[config.mk]
export PLATFORM = sky130hd
export DESIGN_NAME = vlwm_ctrl
export DESIGN_NICKNAME = d
export VERILOG_FILES = /design/src/hdl/variable_latency_word_memory_unit_defines.svh /design/src/hdl/vlwm_pkg.sv /design/src/hdl/vlwm_ctrl.sv
export SDC_FILE = /design/constraint.sdc
export NUM_CORES = 1
export LEC_CHECK = 0
export BUFFER_PORTS_ARGS = -buffer_cell sky130_fd_sc_hd__buf_2
export CAP_MARGIN = 20
export CORE_ASPECT_RATIO = 1.4
export CORE_MARGIN = 2
export CORE_UTILIZATION = 35
export DETAILED_ROUTE_END_ITERATION = 6
export MAX_ROUTING_LAYER = met4
export PLACE_DENSITY = 0.57
export RECOVER_POWER = 50
export SYNTH_ARGS = -nofsm -noshare
export SYNTH_HDL_FRONTEND = slang
export SYNTH_SLANG_ARGS = --single-unit
export TNS_END_PERCENT = 100
[constraint.sdc]
create_clock -name clk -period 5.56 [get_ports clk]
set_input_delay 1.39 -clock clk [delete_from_list [all_inputs] [get_ports clk]]
set_output_delay 1.39 -clock clk [all_outputs]
set_load 0.02 [all_outputs]
[src/hdl/variable_latency_word_memory_unit_defines.svh]
// Assertion macros for the variable latency word memory.
// Used by the top level; no dependencies.
`ifndef VARIABLE_LATENCY_WORD_MEMORY_UNIT_DEFINES_SVH
`define VARIABLE_LATENCY_WORD_MEMORY_UNIT_DEFINES_SVH

`ifndef NO_ASSERTIONS
`define VLWM_CHECK(label, prop) \
    label: assert property (@(posedge clk) disable iff (!rst_n) prop) \
        else $error("vlwm check failed");
`define VLWM_CHECK_NEXT(label, ante, cons) \
    label: assert property (@(posedge clk) disable iff (!rst_n) (ante) |=> (cons)) \
        else $error("vlwm sequence check failed");
`else
`define VLWM_CHECK(label, prop)
`define VLWM_CHECK_NEXT(label, ante, cons)
`endif

`endif

[src/hdl/vlwm_pkg.sv]
// Shared codes, types and byte merge function for the word memory.
// No dependencies.
`default_nettype none

package vlwm_pkg;

    localparam logic [1:0] CMD_READ  = 2'd0;
    localparam logic [1:0] CMD_WRITE = 2'd1;
    localparam logic [1:0] CMD_RESET = 2'd2;

    localparam logic [1:0] STAT_OK     = 2'd0;
    localparam logic [1:0] STAT_REJECT = 2'd1;
    localparam logic [1:0] STAT_RANGE  = 2'd2;

    localparam logic [7:0] BASE_LATENCY_RESET = 8'd4;

    typedef struct packed {
        logic       done;
        logic       rd;
        logic       wr;
        logic [1:0] status;
    } decision_t;

    function automatic logic [31:0] merge_word(
        input logic [31:0] old_word,
        input logic [31:0] new_word,
        input logic [3:0]  be
    );
        logic [31:0] res;
        res = old_word;
        for (int i = 0; i < 4; i++)
        begin
            if (be[i])
            begin
                res[i*8 +: 8] = new_word[i*8 +: 8];
            end
        end
        return res;
    endfunction

endpackage

`default_nettype wire

[src/hdl/vlwm_ctrl.sv]
// Access state tracker: pending address, direction and countdown, and the
// per-beat decision. Depends on vlwm_pkg.
`default_nettype none

module vlwm_ctrl #(
    parameter int WORD_COUNT = 16384
) (
    input  wire logic               clk,
    input  wire logic               rst_n,
    input  wire logic               fire,
    input  wire logic [1:0]         command,
    input  wire logic [15:0]        address,
    input  wire logic signed [1:0]  jitter,
    input  wire logic [7:0]         base_latency,
    output vlwm_pkg::decision_t     dec
);

    logic [15:0] pend_addr_reg, pend_addr_next;
    logic        pend_wr_reg,   pend_wr_next;
    logic [7:0]  polls_reg,     polls_next;

    logic              is_write;
    logic              out_of_range;
    logic signed [9:0] load_sum;
    logic [7:0]        load_val;

    assign is_write     = (command == vlwm_pkg::CMD_WRITE);
    assign out_of_range = ({1'b0, address} >= 17'(WORD_COUNT));
    assign load_sum     = $signed({{8{jitter[1]}}, jitter})
                        + $signed({2'b00, base_latency}) - 10'sd1;
    assign load_val     = load_sum[9] ? 8'd0 : load_sum[7:0];

    always_comb
    begin
        dec            = '0;
        pend_addr_next = pend_addr_reg;
        pend_wr_next   = pend_wr_reg;
        polls_next     = polls_reg;
        case (command) inside
            vlwm_pkg::CMD_RESET:
            begin
                polls_next = 8'd0;
            end
            vlwm_pkg::CMD_READ, vlwm_pkg::CMD_WRITE:
            begin
                if (out_of_range)
                begin
                    dec.status = vlwm_pkg::STAT_RANGE;
                end
                else if (polls_reg != 8'd0)
                begin
                    if (pend_addr_reg != address || pend_wr_reg != is_write)
                    begin
                        dec.status = vlwm_pkg::STAT_REJECT;
                    end
                    else
                    begin
                        polls_next = polls_reg - 8'd1;
                        dec.done   = (polls_reg == 8'd1);
                    end
                end
                else if (!is_write && (address == pend_addr_reg ||
                                       address == 16'(pend_addr_reg + 16'd1)))
                begin
                    pend_addr_next = address;
                    dec.done       = 1'b1;
                end
                else
                begin
                    pend_addr_next = address;
                    pend_wr_next   = is_write;
                    polls_next     = load_val;
                    dec.done       = (load_val == 8'd0);
                end
            end
            default:
            begin
            end
        endcase
        dec.rd = dec.done && !is_write;
        dec.wr = dec.done && is_write;
    end

    always_ff @(posedge clk or negedge rst_n)
    begin
        if (!rst_n)
        begin
            pend_addr_reg <= 16'hFFFF;
            pend_wr_reg   <= 1'b0;
            polls_reg     <= 8'd0;
        end
        else if (fire)
        begin
            pend_addr_reg <= pend_addr_next;
            pend_wr_reg   <= pend_wr_next;
            polls_reg     <= polls_next;
        end
    end

endmodule

`default_nettype wire

Word-level counts from Yosys, hierarchy flattened:

Cells that the tools add are included.

* register bits after elaboration: 25
* output and inout bits: 5
* word-level logic and storage cells: 54

* add/subtract/negate cells: 4
* magnitude comparators: 1
* eq/ne operators: 10
* multiplexer cells: 18
* bitwise gates (word level): 4
* reduce and logical (&&, ||, !) cells: 14

Operator list (count)
* 2-to-1 mux 8 bit: 7
* == test 16 bit: 2
* adder 16 x 1 -> 16 bit, second input constant: 1
* >= comparator 16 x 15 -> 1 bit, second input constant: 1
* != test 16 bit: 1
* adder 2 x 9 -> 10 bit: 1
* AND reduction 5 bit: 2
* subtractor 10 x 2 -> 10 bit, second input constant: 1
* == test 8 x 1 -> 1 bit, second input constant: 1
* zero test 8 bit: 1
* 2-to-1 mux 1 bit: 8
* nonzero test 8 bit: 1
* subtractor 8 x 1 -> 8 bit, second input constant: 1
* 2-to-1 mux 2 bit: 3
* != test 3 bit, second input constant: 2
* AND reduction 6 bit: 1
* NOT 1 bit: 4
* logical AND 1 bit: 3
* == test 2 x 1 -> 1 bit, second input constant: 1
* == test 2 bit, second input constant: 1
* zero test 2 bit: 1
* logical OR 1 bit: 2
* != test 2 x 1 -> 1 bit, second input constant: 1
* nonzero test 2 bit: 1
* 3 further kinds: 3

Longest topological paths before layout:

Gate-level depths: netlist of run 1.

* word-level depth: 10
* depth in mapped cells: 13

Least setup slack after synthesis of run 1:

Ideal clock, no wire load.

* path kind: in2out
* start: in jitter[1]
* end: out dec[2] (netlist name)
* data arrival time: 3.874 ns
* slack: 0.296 ns
* stages on the path: 11
* buffers on the path: 0
* cell sequence: inv_1 > ha_1 > inv_1 > ha_1 > fa_1 > a21o_1 > a21oi_1 > xnor2_1 > or4_1 > o21ai_0 > and3_1

RTL lines
* start, declared: RTL line vlwm_ctrl.sv:13 `input wire logic signed [1:0] jitter,`
* end, declared: RTL line vlwm_ctrl.sv:15 `output vlwm_pkg::decision_t dec`

==> flow_summary.json, run 1 <==
{
  "status": "finished clean",
  "cp_max_fo": 3,
  "setup_viol": 0,
  "clk_pin_slew_ns": 0.09,
  "max_stage_delay_ns": 0.46,
  "die_x_um": 76.1,
  "crit_family": "adder cells",
  "cts_tree": "built",
  "regToRegEndpoint": "polls_reg[3]",
  "fmax_mhz": 187,
  "finalWorstSetupSlack_ns": 0.200,
  "nNetsFinal": 380,
  "netlist_area_mm2": 0.00255,
  "start_util_pct": 36.2,
  "relSlewSlack_pct": 7.23,
  "skew_ns": 0.00219,
  "place.port_buffers": 35,
  "via_per_inst": 5.17,
  "htreeDepth": 1,
  "ys_seq_elements": 25,
  "worstMarginPinSlew_ns": 1.39,
  "core_mm2": 0.00703,
  "vdd_ir_drop_max_v": 0.000124,
  "fin_area_mm2": 0.00287,
  "ys.warnings.count": 0,
  "rr_startpoint": "pend_addr_reg[0]",
  "drtPass1Iterations": 4,
  "die_y_um": 105,
  "pre_cts_ws_ns": 0.0801,
  "finalSetupTns_ns": 0,
  "drcViolationCount": 0,
  "worstSetupStartpointType": "input port",
  "slowest_stage": "or4_1",
  "dpl_cell_area_mm2": 0.00282,
  "die_area_mm2": 0.00798,
  "route.met2.wl_um": 3240,
  "dp.final_hpwl_um": 4800,
  "diodes": 0,
  "cp_num_buf_inv": 5,
  "final_antenna_net_count": 0,
  "cts_buffers": 3,
  "power_density_mw_per_mm2": 275,
  "final_layout_size_suffix_gt1_share_pct": 26.8,
  "crit_path_end_kind": "primary output",
  "rr_worst_depth": 10,
  "p_comb_share_pct": 42.3,
  "fin_util_pct": 40.9,
  "grt_pass1_wl_um": 9890,
  "avgRoutedWirePerCell_um": 13.8,
  "period_minus_slack_ns": 5.36,
  "leakagePower_nw": 1.26,
  "clock_sinks": 25,
  "internal-power_mw": 0.481,
  "syn-instance-count": 290,
  "p_seq_share_pct": 43.6,
  "routed-via-count": 2188,
  "syn-num-nets": 341,
  "grt_antenna_before_repair": 0,
  "grt_max_degree": 26,
  "async_flop_share_pct": 100,
  "root_buffer": "clkbuf_8",
  "drt_iter0_drc": 93,
  "io_pins": 36,
  "wl_met3_um": 149,
  "period_share_pct": 96.4,
  "post-cts-setup-buffers": 0,
  "synth_enable_flop_cells": 0,
  "crit_start": "jitter[1]",
  "p_clk_share_pct": 14.1,
  "final_common_cell": "buf_2",
  "drv_cap": 0,
  "grt_usage_pct": 15.7,
  "hold_viol": 0,
  "hold_start": "pend_addr_reg[14]",
  "switching_share_pct": 39.0,
  "wl_um": 5820,
  "min_path_type": "reg2reg",
  "finalMaxSlewViolations": 0,
  "syn_area_per_cell_um2": 8.78,
  "seq_area_frac_synth_pct": 25.4,
  "grt_pass1_vias": 2156,
  "r2r_slack_ns": 2.79,
  "syn_to_final_growth_pct": 12.8,
  "rows": 36,
  "hold_depth": 2,
  "finalWeightedCongestion": 0.884,
  "cts_buffer_depth": 2,
  "grt_setup_unrepaired": "no",
  "crit_path_cell_trace": "buf_2 -> inv_1 -> ha_1 -> inv_1 -> ha_1 -> fa_1 -> a21o_1 -> a21oi_2 -> xnor2_1 -> or4_1 -> o21ai_1 -> buf_4 -> o211a_1 -> buf_2",
  "overflow": 0,
  "met1_length_um": 2290,
  "p_sw_mw": 0.308,
  "path_class": "in2out",
  "largest_reg_flops": 16,
  "arrival_ns": 3.97,
  "synth_flop_cell": "dfstp_2",
  "synth_cell_types": 59,
  "hold_end": "pend_addr_reg[14]",
  "crit_required_ns": 4.17,
  "insertion_delay_ns": 0.27,
  "final_cell_mix": "buf_2 (33), inv_1 (30), nand2_1 (26)",
  "dr.max_layer_used": "met4"
}
-- routing by layer --
metal / vias up / GRT usage [%]
met3: 12 / 1.30
li1: 1117 / -
met5: - / -
met1: 1015 / 16.4
met2: 44 / 30.0
met4: 0 / 6.49
-- how the worst max path moves through the flow --
stage | slack, ns | cells past startpoint | endpoint
global placement | 0.14 | 14 | dec[2]
finish | 0.20 | 14 | dec[3]
detailed placement | 0.08 | 14 | dec[3]
global route | 0.04 | 14 | dec[2]
floorplan | 0.30 | 11 | dec[2]
CTS | 0.07 | 14 | dec[3]
-- power groups by stage --
stage / clock [mW] / sequential [mW] / combinational, mW
floorplan: 0 / 0.313 / 0.292
global placement: 0 / 0.344 / 0.329
detailed placement: 0 / 0.347 / 0.336
CTS: 0.116 / 0.344 / 0.338
global route: 0.126 / 0.356 / 0.377
finish: 0.111 / 0.344 / 0.334
-- cells in the mapped netlist (2+ instances only) --
master | instances | area [um^2]
nor3b_1 | 4 | 30.0
fa_1 | 2 | 40.0
nand3_1 | 10 | 50.1
nor2_1 | 16 | 60.1
ha_1 | 18 | 225
dfrtp_1 | 9 | 225
and3_1 | 2 | 12.5
inv_1 | 30 | 113
xor2_1 | 7 | 61.3
and2_1 | 3 | 18.8
nor2b_1 | 2 | 12.5
o211ai_1 | 4 | 30.0
or4_1 | 2 | 15.0
and3_2 | 3 | 22.5
mux2i_1 | 9 | 90.1
a21o_1 | 2 | 15.0
nand2b_1 | 2 | 12.5
o21ai_2 | 2 | 17.5
mux2_2 | 14 | 158
a211o_1 | 2 | 17.5
a21oi_1 | 9 | 45.0
or3_1 | 3 | 18.8
o21bai_1 | 2 | 15.0
o21a_1 | 2 | 15.0
xnor2_1 | 22 | 193
a31oi_1 | 4 | 25.0
nor4_1 | 3 | 18.8
o21ai_1 | 3 | 15.0
nor4b_1 | 2 | 17.5
nand4_1 | 9 | 56.3
and4_4 | 2 | 22.5
dfstp_2 | 16 | 420
nand2_1 | 26 | 97.6
o21ai_0 | 3 | 15.0
buf_6 | 4 | 45.0
nand4b_1 | 2 | 17.5
o211a_1 | 2 | 20.0
nor3_1 | 12 | 60.1
-- tightest hold or removal path, stage by stage (launching register included) --
cell	delay [ns]
dfstp_2	0.38
inv_1	0.07
a31oi_1	0.04
-- area by class of cell --
cell class	instances	area (um^2)
clock buffers	4	45.0
well taps	95	119
flip-flops and latches	25	646
repair buffers	40	210
inverters	30	113
fillers	759	4160
multi-input cells	229	1740
-- logic make-up after synthesis --
family	after synthesis	synth area share, %
buffers and inverters	36	6.63
and+or+nand+nor	108	22.9
DFF	25	25.4
muxes	23	9.73
adders and majority gates	20	10.4
xor gates and xnor gates	29	9.98
AOI/OAI and AO/OA	49	15.0
-- through the flow --
step	instances	power [mW]	hold WS (ns)
finish	423	0.789	0.491
floorplan	290	0.605	0.451
global placement	419	0.674	0.471
detailed placement	419	0.683	0.481
CTS	423	0.797	0.496
global route	423	0.858	0.522
-- repair_timing --
action	4_1_cts	5_1_grt
hold buffers	0	0
setup endpoints to repair	0	3
resized for setup	0	3
(Power assumes the default switching activity.)
==> run 2: changes to the inputs <==
- ABC_AREA: default -> 1
==> flow_summary.json, run 2 <==
{
  "avgRoutedWirePerCell_um": 11.4,
  "synth_flop_cell": "dfstp_2",
  "dp.final_hpwl_um": 5370,
  "vdd_ir_drop_max_v": 0.000114,
  "synth_top_area_share_pct": 19.1,
  "yosysTopAreaCell": "nand2_1",
  "drcViolationCount": 0,
  "slowest_stage": "fa_1",
  "syn_area_per_cell_um2": 6.42,
  "period_share_pct": 93.6,
  "max_stage_delay_ns": 0.43,
  "skew_ns": 0.00305,
  "crit_path_end_kind": "primary output",
  "die_x_um": 78.5,
  "synth.most_common_cell": "nand2_1",
  "htreeDepth": 1,
  "cp_max_fo": 8,
  "netlist_area_mm2": 0.00272,
  "hold_viol": 0,
  "die_y_um": 108,
  "seq_area_um2": 646,
  "arrival_ns": 3.82,
  "fmax_mhz": 192,
  "place.port_buffers": 35,
  "insertion_delay_ns": 0.27,
  "ys_seq_elements": 25,
  "core_mm2": 0.00765,
  "diodes": 0,
  "nNetsFinal": 510,
  "grt_pass1_vias": 2536,
  "synth_cell_types": 30,
  "cts_buffers": 3,
  "path_class": "in2out",
  "leakagePower_nw": 1.61,
  "overflow": 0,
  "final_antenna_net_count": 0,
  "syn-instance-count": 423,
  "syn_to_final_growth_pct": 11.8,
  "grt_usage_pct": 16.4,
  "drv_cap": 0,
  "multi_input_area_mm2": 0.00177,
  "root_buffer": "clkbuf_8",
  "grt_antenna_before_repair": 0,
  "ys.warnings.count": 0,
  "crit_required_ns": 4.17,
  "finalMaxSlewViolations": 0,
  "largest_reg_flops": 16,
  "start_util_pct": 35.5,
  "clk_pin_slew_ns": 0.09,
  "final_layout_size_suffix_gt1_share_pct": 19.0,
  "routed-via-count": 2610,
  "grt_pass1_wl_um": 10900,
  "seq_area_frac_synth_pct": 23.8,
  "via_per_inst": 4.68,
  "power_density_mw_per_mm2": 365,
  "synth_enable_flop_cells": 0,
  "final_cell_mix": "nand2_1 (137), inv_1 (72), buf_2 (34)",
  "async_flop_share_pct": 100,
  "clock_sinks": 25,
  "worstMarginPinSlew_ns": 1.35,
  "io_pins": 36,
  "final_common_cell": "nand2_1",
  "drt_iter0_drc": 89,
  "crit_path_cell_trace": "buf_2 -> inv_1 -> ha_1 -> inv_1 -> ha_1 -> fa_1 -> nand3_1 -> nand2_1 -> or2_2 -> nand3_1 -> nand2_1 -> nand3b_1 -> nand3_1 -> nand2_1 -> nor2_1 -> buf_2",
  "status": "finished clean",
  "min_path_type": "reg2reg",
  "period_minus_slack_ns": 5.21,
  "fill_cells": 853,
  "cts_buffer_depth": 2,
  "cts_tree": "built",
  "synth_commonest_cells": "nand2_1 (138), inv_1 (72), nand3_1 (32)",
  "syn-num-nets": 474,
  "finalWeightedCongestion": 0.882,
  "grt_max_degree": 26,
  "setup_viol": 0,
  "wl_um": 6350,
  "die_area_mm2": 0.00849,
  "finalSetupTns_ns": 0,
  "total_power_mw": 1.11,
  "synth.area.top_cells": "nand2_1 (19%), dfstp_2 (15%), inv_1 (9.9%), dfrtp_1 (8.3%), ha_1 (8.3%)",
  "relSlewSlack_pct": 9.68,
  "rows": 38,
  "drtPass1Iterations": 6,
  "grt_setup_unrepaired": "no",
  "worstSetupStartpointType": "input port"
}
[run 2: cell families after synthesis]
kind of cell             Yosys count  synth area share [%]
buffers and inverters             78                  11.0
flip-flops                        25                  23.8
AND/OR/NAND/NOR                  248                  42.5
adder cells (fa/ha/maj)           20                  9.77
XOR/XNOR                          19                  6.13
AO/OA/AOI/OAI                     33                  6.82
[run 2: final timing paths]
check | start | to | slack (ns) | cells after the start
max in group asynchronous | rst_n | polls_reg[3] | 3.36 | 1
min in group asynchronous | rst_n | polls_reg[6] | 1.41 | 1
worst min register to register | pend_addr_reg[15] | pend_addr_reg[15] | 0.45 | 2
worst min-delay path | pend_addr_reg[15] | pend_addr_reg[15] | 0.45 | 2
worst max register to register | polls_reg[3] | pend_wr_reg | 2.51 | 8
worst max-delay path | jitter[1] | dec[2] | 0.35 | 16
[run 2: power by group]
part | leakage (nW) | switching, mW | internal, mW
logic | 1.31 | 0.378 | 0.236
clock network | 0.0228 | 0.0594 | 0.0513
registers | 0.284 | 0.0875 | 0.297
total | 1.61 | 0.525 | 0.584
[run 2: routing by layer]
| layer | wire (um) | vias up | global-route usage (%) |
|---|---|---|---|
| met5 | 0 | - | - |
| met4 | 59 | 0 | 4.39 |
| met3 | 221 | 6 | 1.59 |
| met2 | 3490 | 51 | 32.8 |
| met1 | 2580 | 1164 | 16.8 |
| li1 | - | 1389 | - |
[run 2: cell type report]
type                       count  share of cell area, %
multi-input combinational    320                   58.3
sequential                    25                   21.3
inverter                      73                   9.02
timing repair buffer          36                   5.85
tap                          100                   4.12
clock buffer                   4                   1.48
[run 2: worst max-delay path: cells and delay by family]
kind                     cells  cell delay, ns
AND/OR/NAND/NOR              9            1.03
adder cells (fa/ha/maj)      3            0.97
buffers and inverters        4            0.41
[run 2: through the flow]
stage                     hold WS [ns]  instance area, um^2  cells  setup WS (ns)  util [%]
final                            0.454                 3040    558          0.354      39.7
after global routing             0.475                 3040    558         0.0690      39.7
after CTS                        0.455                 3040    558          0.313      39.8
after detailed placement         0.441                 3000    554          0.301      39.2
after global placement           0.437                 3000    554          0.388      39.2
after floorplan                  0.431                 2720    423          0.561         -
[run 2: repair_timing]
item                       in CTS  in global routing
setup endpoints to repair       0                  2
hold buffers                    0                  0
gates resized for setup         0                  1
buffers inserted                0                  0
==> run 3: changes to the inputs <==
- BUFFER_PORTS_ARGS: -buffer_cell sky130_fd_sc_hd__buf_2 -> default
- DONT_BUFFER_PORTS: default -> 1
- PLACE_DENSITY: 0.57 -> 0.53
==> flow_summary.json, run 3 (synthesis gave the netlist of run 2 again) <==
{
  "status": "finished clean",
  "crit_path_end_kind": "primary output",
  "final_common_cell": "nand2_1",
  "worstMarginPinSlew_ns": 1.05,
  "htreeDepth": 1,
  "syn_to_final_growth_pct": 5.30,
  "grt_antenna_before_repair": 0,
  "wl_um": 6570,
  "place.port_buffers": 0,
  "cts_resized": 0,
  "period_minus_slack_ns": 5.21,
  "die_y_um": 108,
  "worstSetupStartpointType": "input port",
  "dp.final_hpwl_um": 5440,
  "clk_pin_slew_ns": 0.09,
  "final_layout_size_suffix_gt1_share_pct": 12.3,
  "largest_reg_flops": 16,
  "internal-power_mw": 0.577,
  "cts_hold_buf": 0,
  "p_clk_share_pct": 10.4,
  "vdd_ir_drop_max_v": 0.000152,
  "hold_viol": 0,
  "final_cell_mix": "nand2_1 (138), inv_1 (72), nand3_1 (32)",
  "p_comb_share_pct": 54.4,
  "dpl_cell_area_mm2": 0.00282,
  "grt_pass1_wl_um": 10800,
  "finalMaxSlewViolations": 0,
  "grt_setup_unrepaired": "no",
  "root_buffer": "clkbuf_8",
  "grt_pass1_vias": 2461,
  "drcViolationCount": 0,
  "cts_buffer_depth": 2,
  "finalWeightedCongestion": 0.844,
  "insertion_delay_ns": 0.28,
  "final_antenna_net_count": 0,
  "post-cts-setup-buffers": 0,
  "start_util_pct": 35.5,
  "pre_cts_ws_ns": 0.363,
  "io_pins": 36,
  "overflow": 0,
  "min_path_type": "reg2reg",
  "fmax_mhz": 192,
  "p_sw_mw": 0.521,
  "nNetsFinal": 475,
  "die_area_mm2": 0.00849,
  "diodes": 0,
  "routed-via-count": 2481,
  "fill_cells": 865,
  "cts_tree": "built",
  "grt_max_degree": 26,
  "power_density_mw_per_mm2": 384,
  "via_per_inst": 4.74,
  "arrival_ns": 3.82,
  "total_power_mw": 1.10,
  "grt_usage_pct": 16.6,
  "die_x_um": 78.5,
  "relSlewSlack_pct": 30.3,
  "drtPass1Iterations": 5,
  "finalWorstSetupSlack_ns": 0.347,
  "fin_area_mm2": 0.00286,
  "period_share_pct": 93.8,
  "finalSetupTns_ns": 0,
  "rows": 38,
  "crit_required_ns": 4.17,
  "skew_ns": 0.0127,
  "core_mm2": 0.00765,
  "cp_max_fo": 10,
  "path_class": "in2out",
  "switching_share_pct": 47.5,
  "drv_cap": 0,
  "clock_sinks": 25,
  "drt_iter0_drc": 85,
  "setup_viol": 0,
  "hold_ws_ns": 0.453,
  "leakagePower_nw": 1.47,
  "p_seq_share_pct": 35.2,
  "cts_buffers": 3,
  "avgRoutedWirePerCell_um": 12.6
}
-- run 3: critical path: stages --
cell and delay, ns:
inv_1 0.12, ha_1 0.32, inv_1 0.04, ha_1 0.22
fa_1 0.43, nand3_1 0.10, nand2_1 0.08, nand2_1 0.07
nand2_1 0.18, nand2_1 0.15, nand3_1 0.09, inv_1 0.07
nand3b_1 0.07, nand3_1 0.08, nand2_1 0.08, nor2_1 0.31
-- run 3: power groups by stage --
stage / logic (mW) / clock network [mW] / registers [mW]
floorplan: 0.500 / 0 / 0.364
global placement: 0.597 / 0 / 0.387
finish: 0.598 / 0.114 / 0.386
CTS: 0.603 / 0.121 / 0.386
detailed placement: 0.599 / 0 / 0.389
global route: 0.697 / 0.126 / 0.400
-- run 3: final cells by class --
class / instances / area, um^2 / share of cell area, %
clock buffer: 4 / 45.0 / 1.57
inverter: 73 / 274 / 9.58
multi-input combinational: 320 / 1770 / 61.8
sequential: 25 / 646 / 22.6
tap: 100 / 125 / 4.37
timing repair buffer: 1 / 3.75 / 0.131
-- run 3: per-stage QoR --
stage	util [%]	instances
2_1_floorplan	-	423
3_3_place_gp	36.9	519
3_5_place_dp	36.9	519
4_1_cts	37.5	523
5_1_grt	37.4	523
6_report	37.4	523
-- run 3: path summary, 6_finish.rpt --
path | startpoint | to | slack, ns | cells after the start
worst min register to register | pend_addr_reg[15] | pend_addr_reg[15] | 0.45 | 2
worst max register to register | polls_reg[3] | pend_wr_reg | 2.41 | 8
worst min-delay path | pend_addr_reg[15] | pend_addr_reg[15] | 0.45 | 2
max in group asynchronous | rst_n | pend_addr_reg[9] | 4.58 | 0
worst max-delay path | jitter[1] | dec[2] | 0.35 | 16
min in group asynchronous | rst_n | polls_reg[1] | 0.79 | 0
-- run 3: per-layer routing --
metal  part of all wire (%)  wire (um)  up-vias  global-route usage [%]
met5                      0          0        -                       -
met4                    2.2        143        0                    5.51
met3                    2.5        164        8                    1.42
met2                     53       3520       45                    31.3
met1                     42       2750     1116                    18.2
li1                       -          -     1312                       -
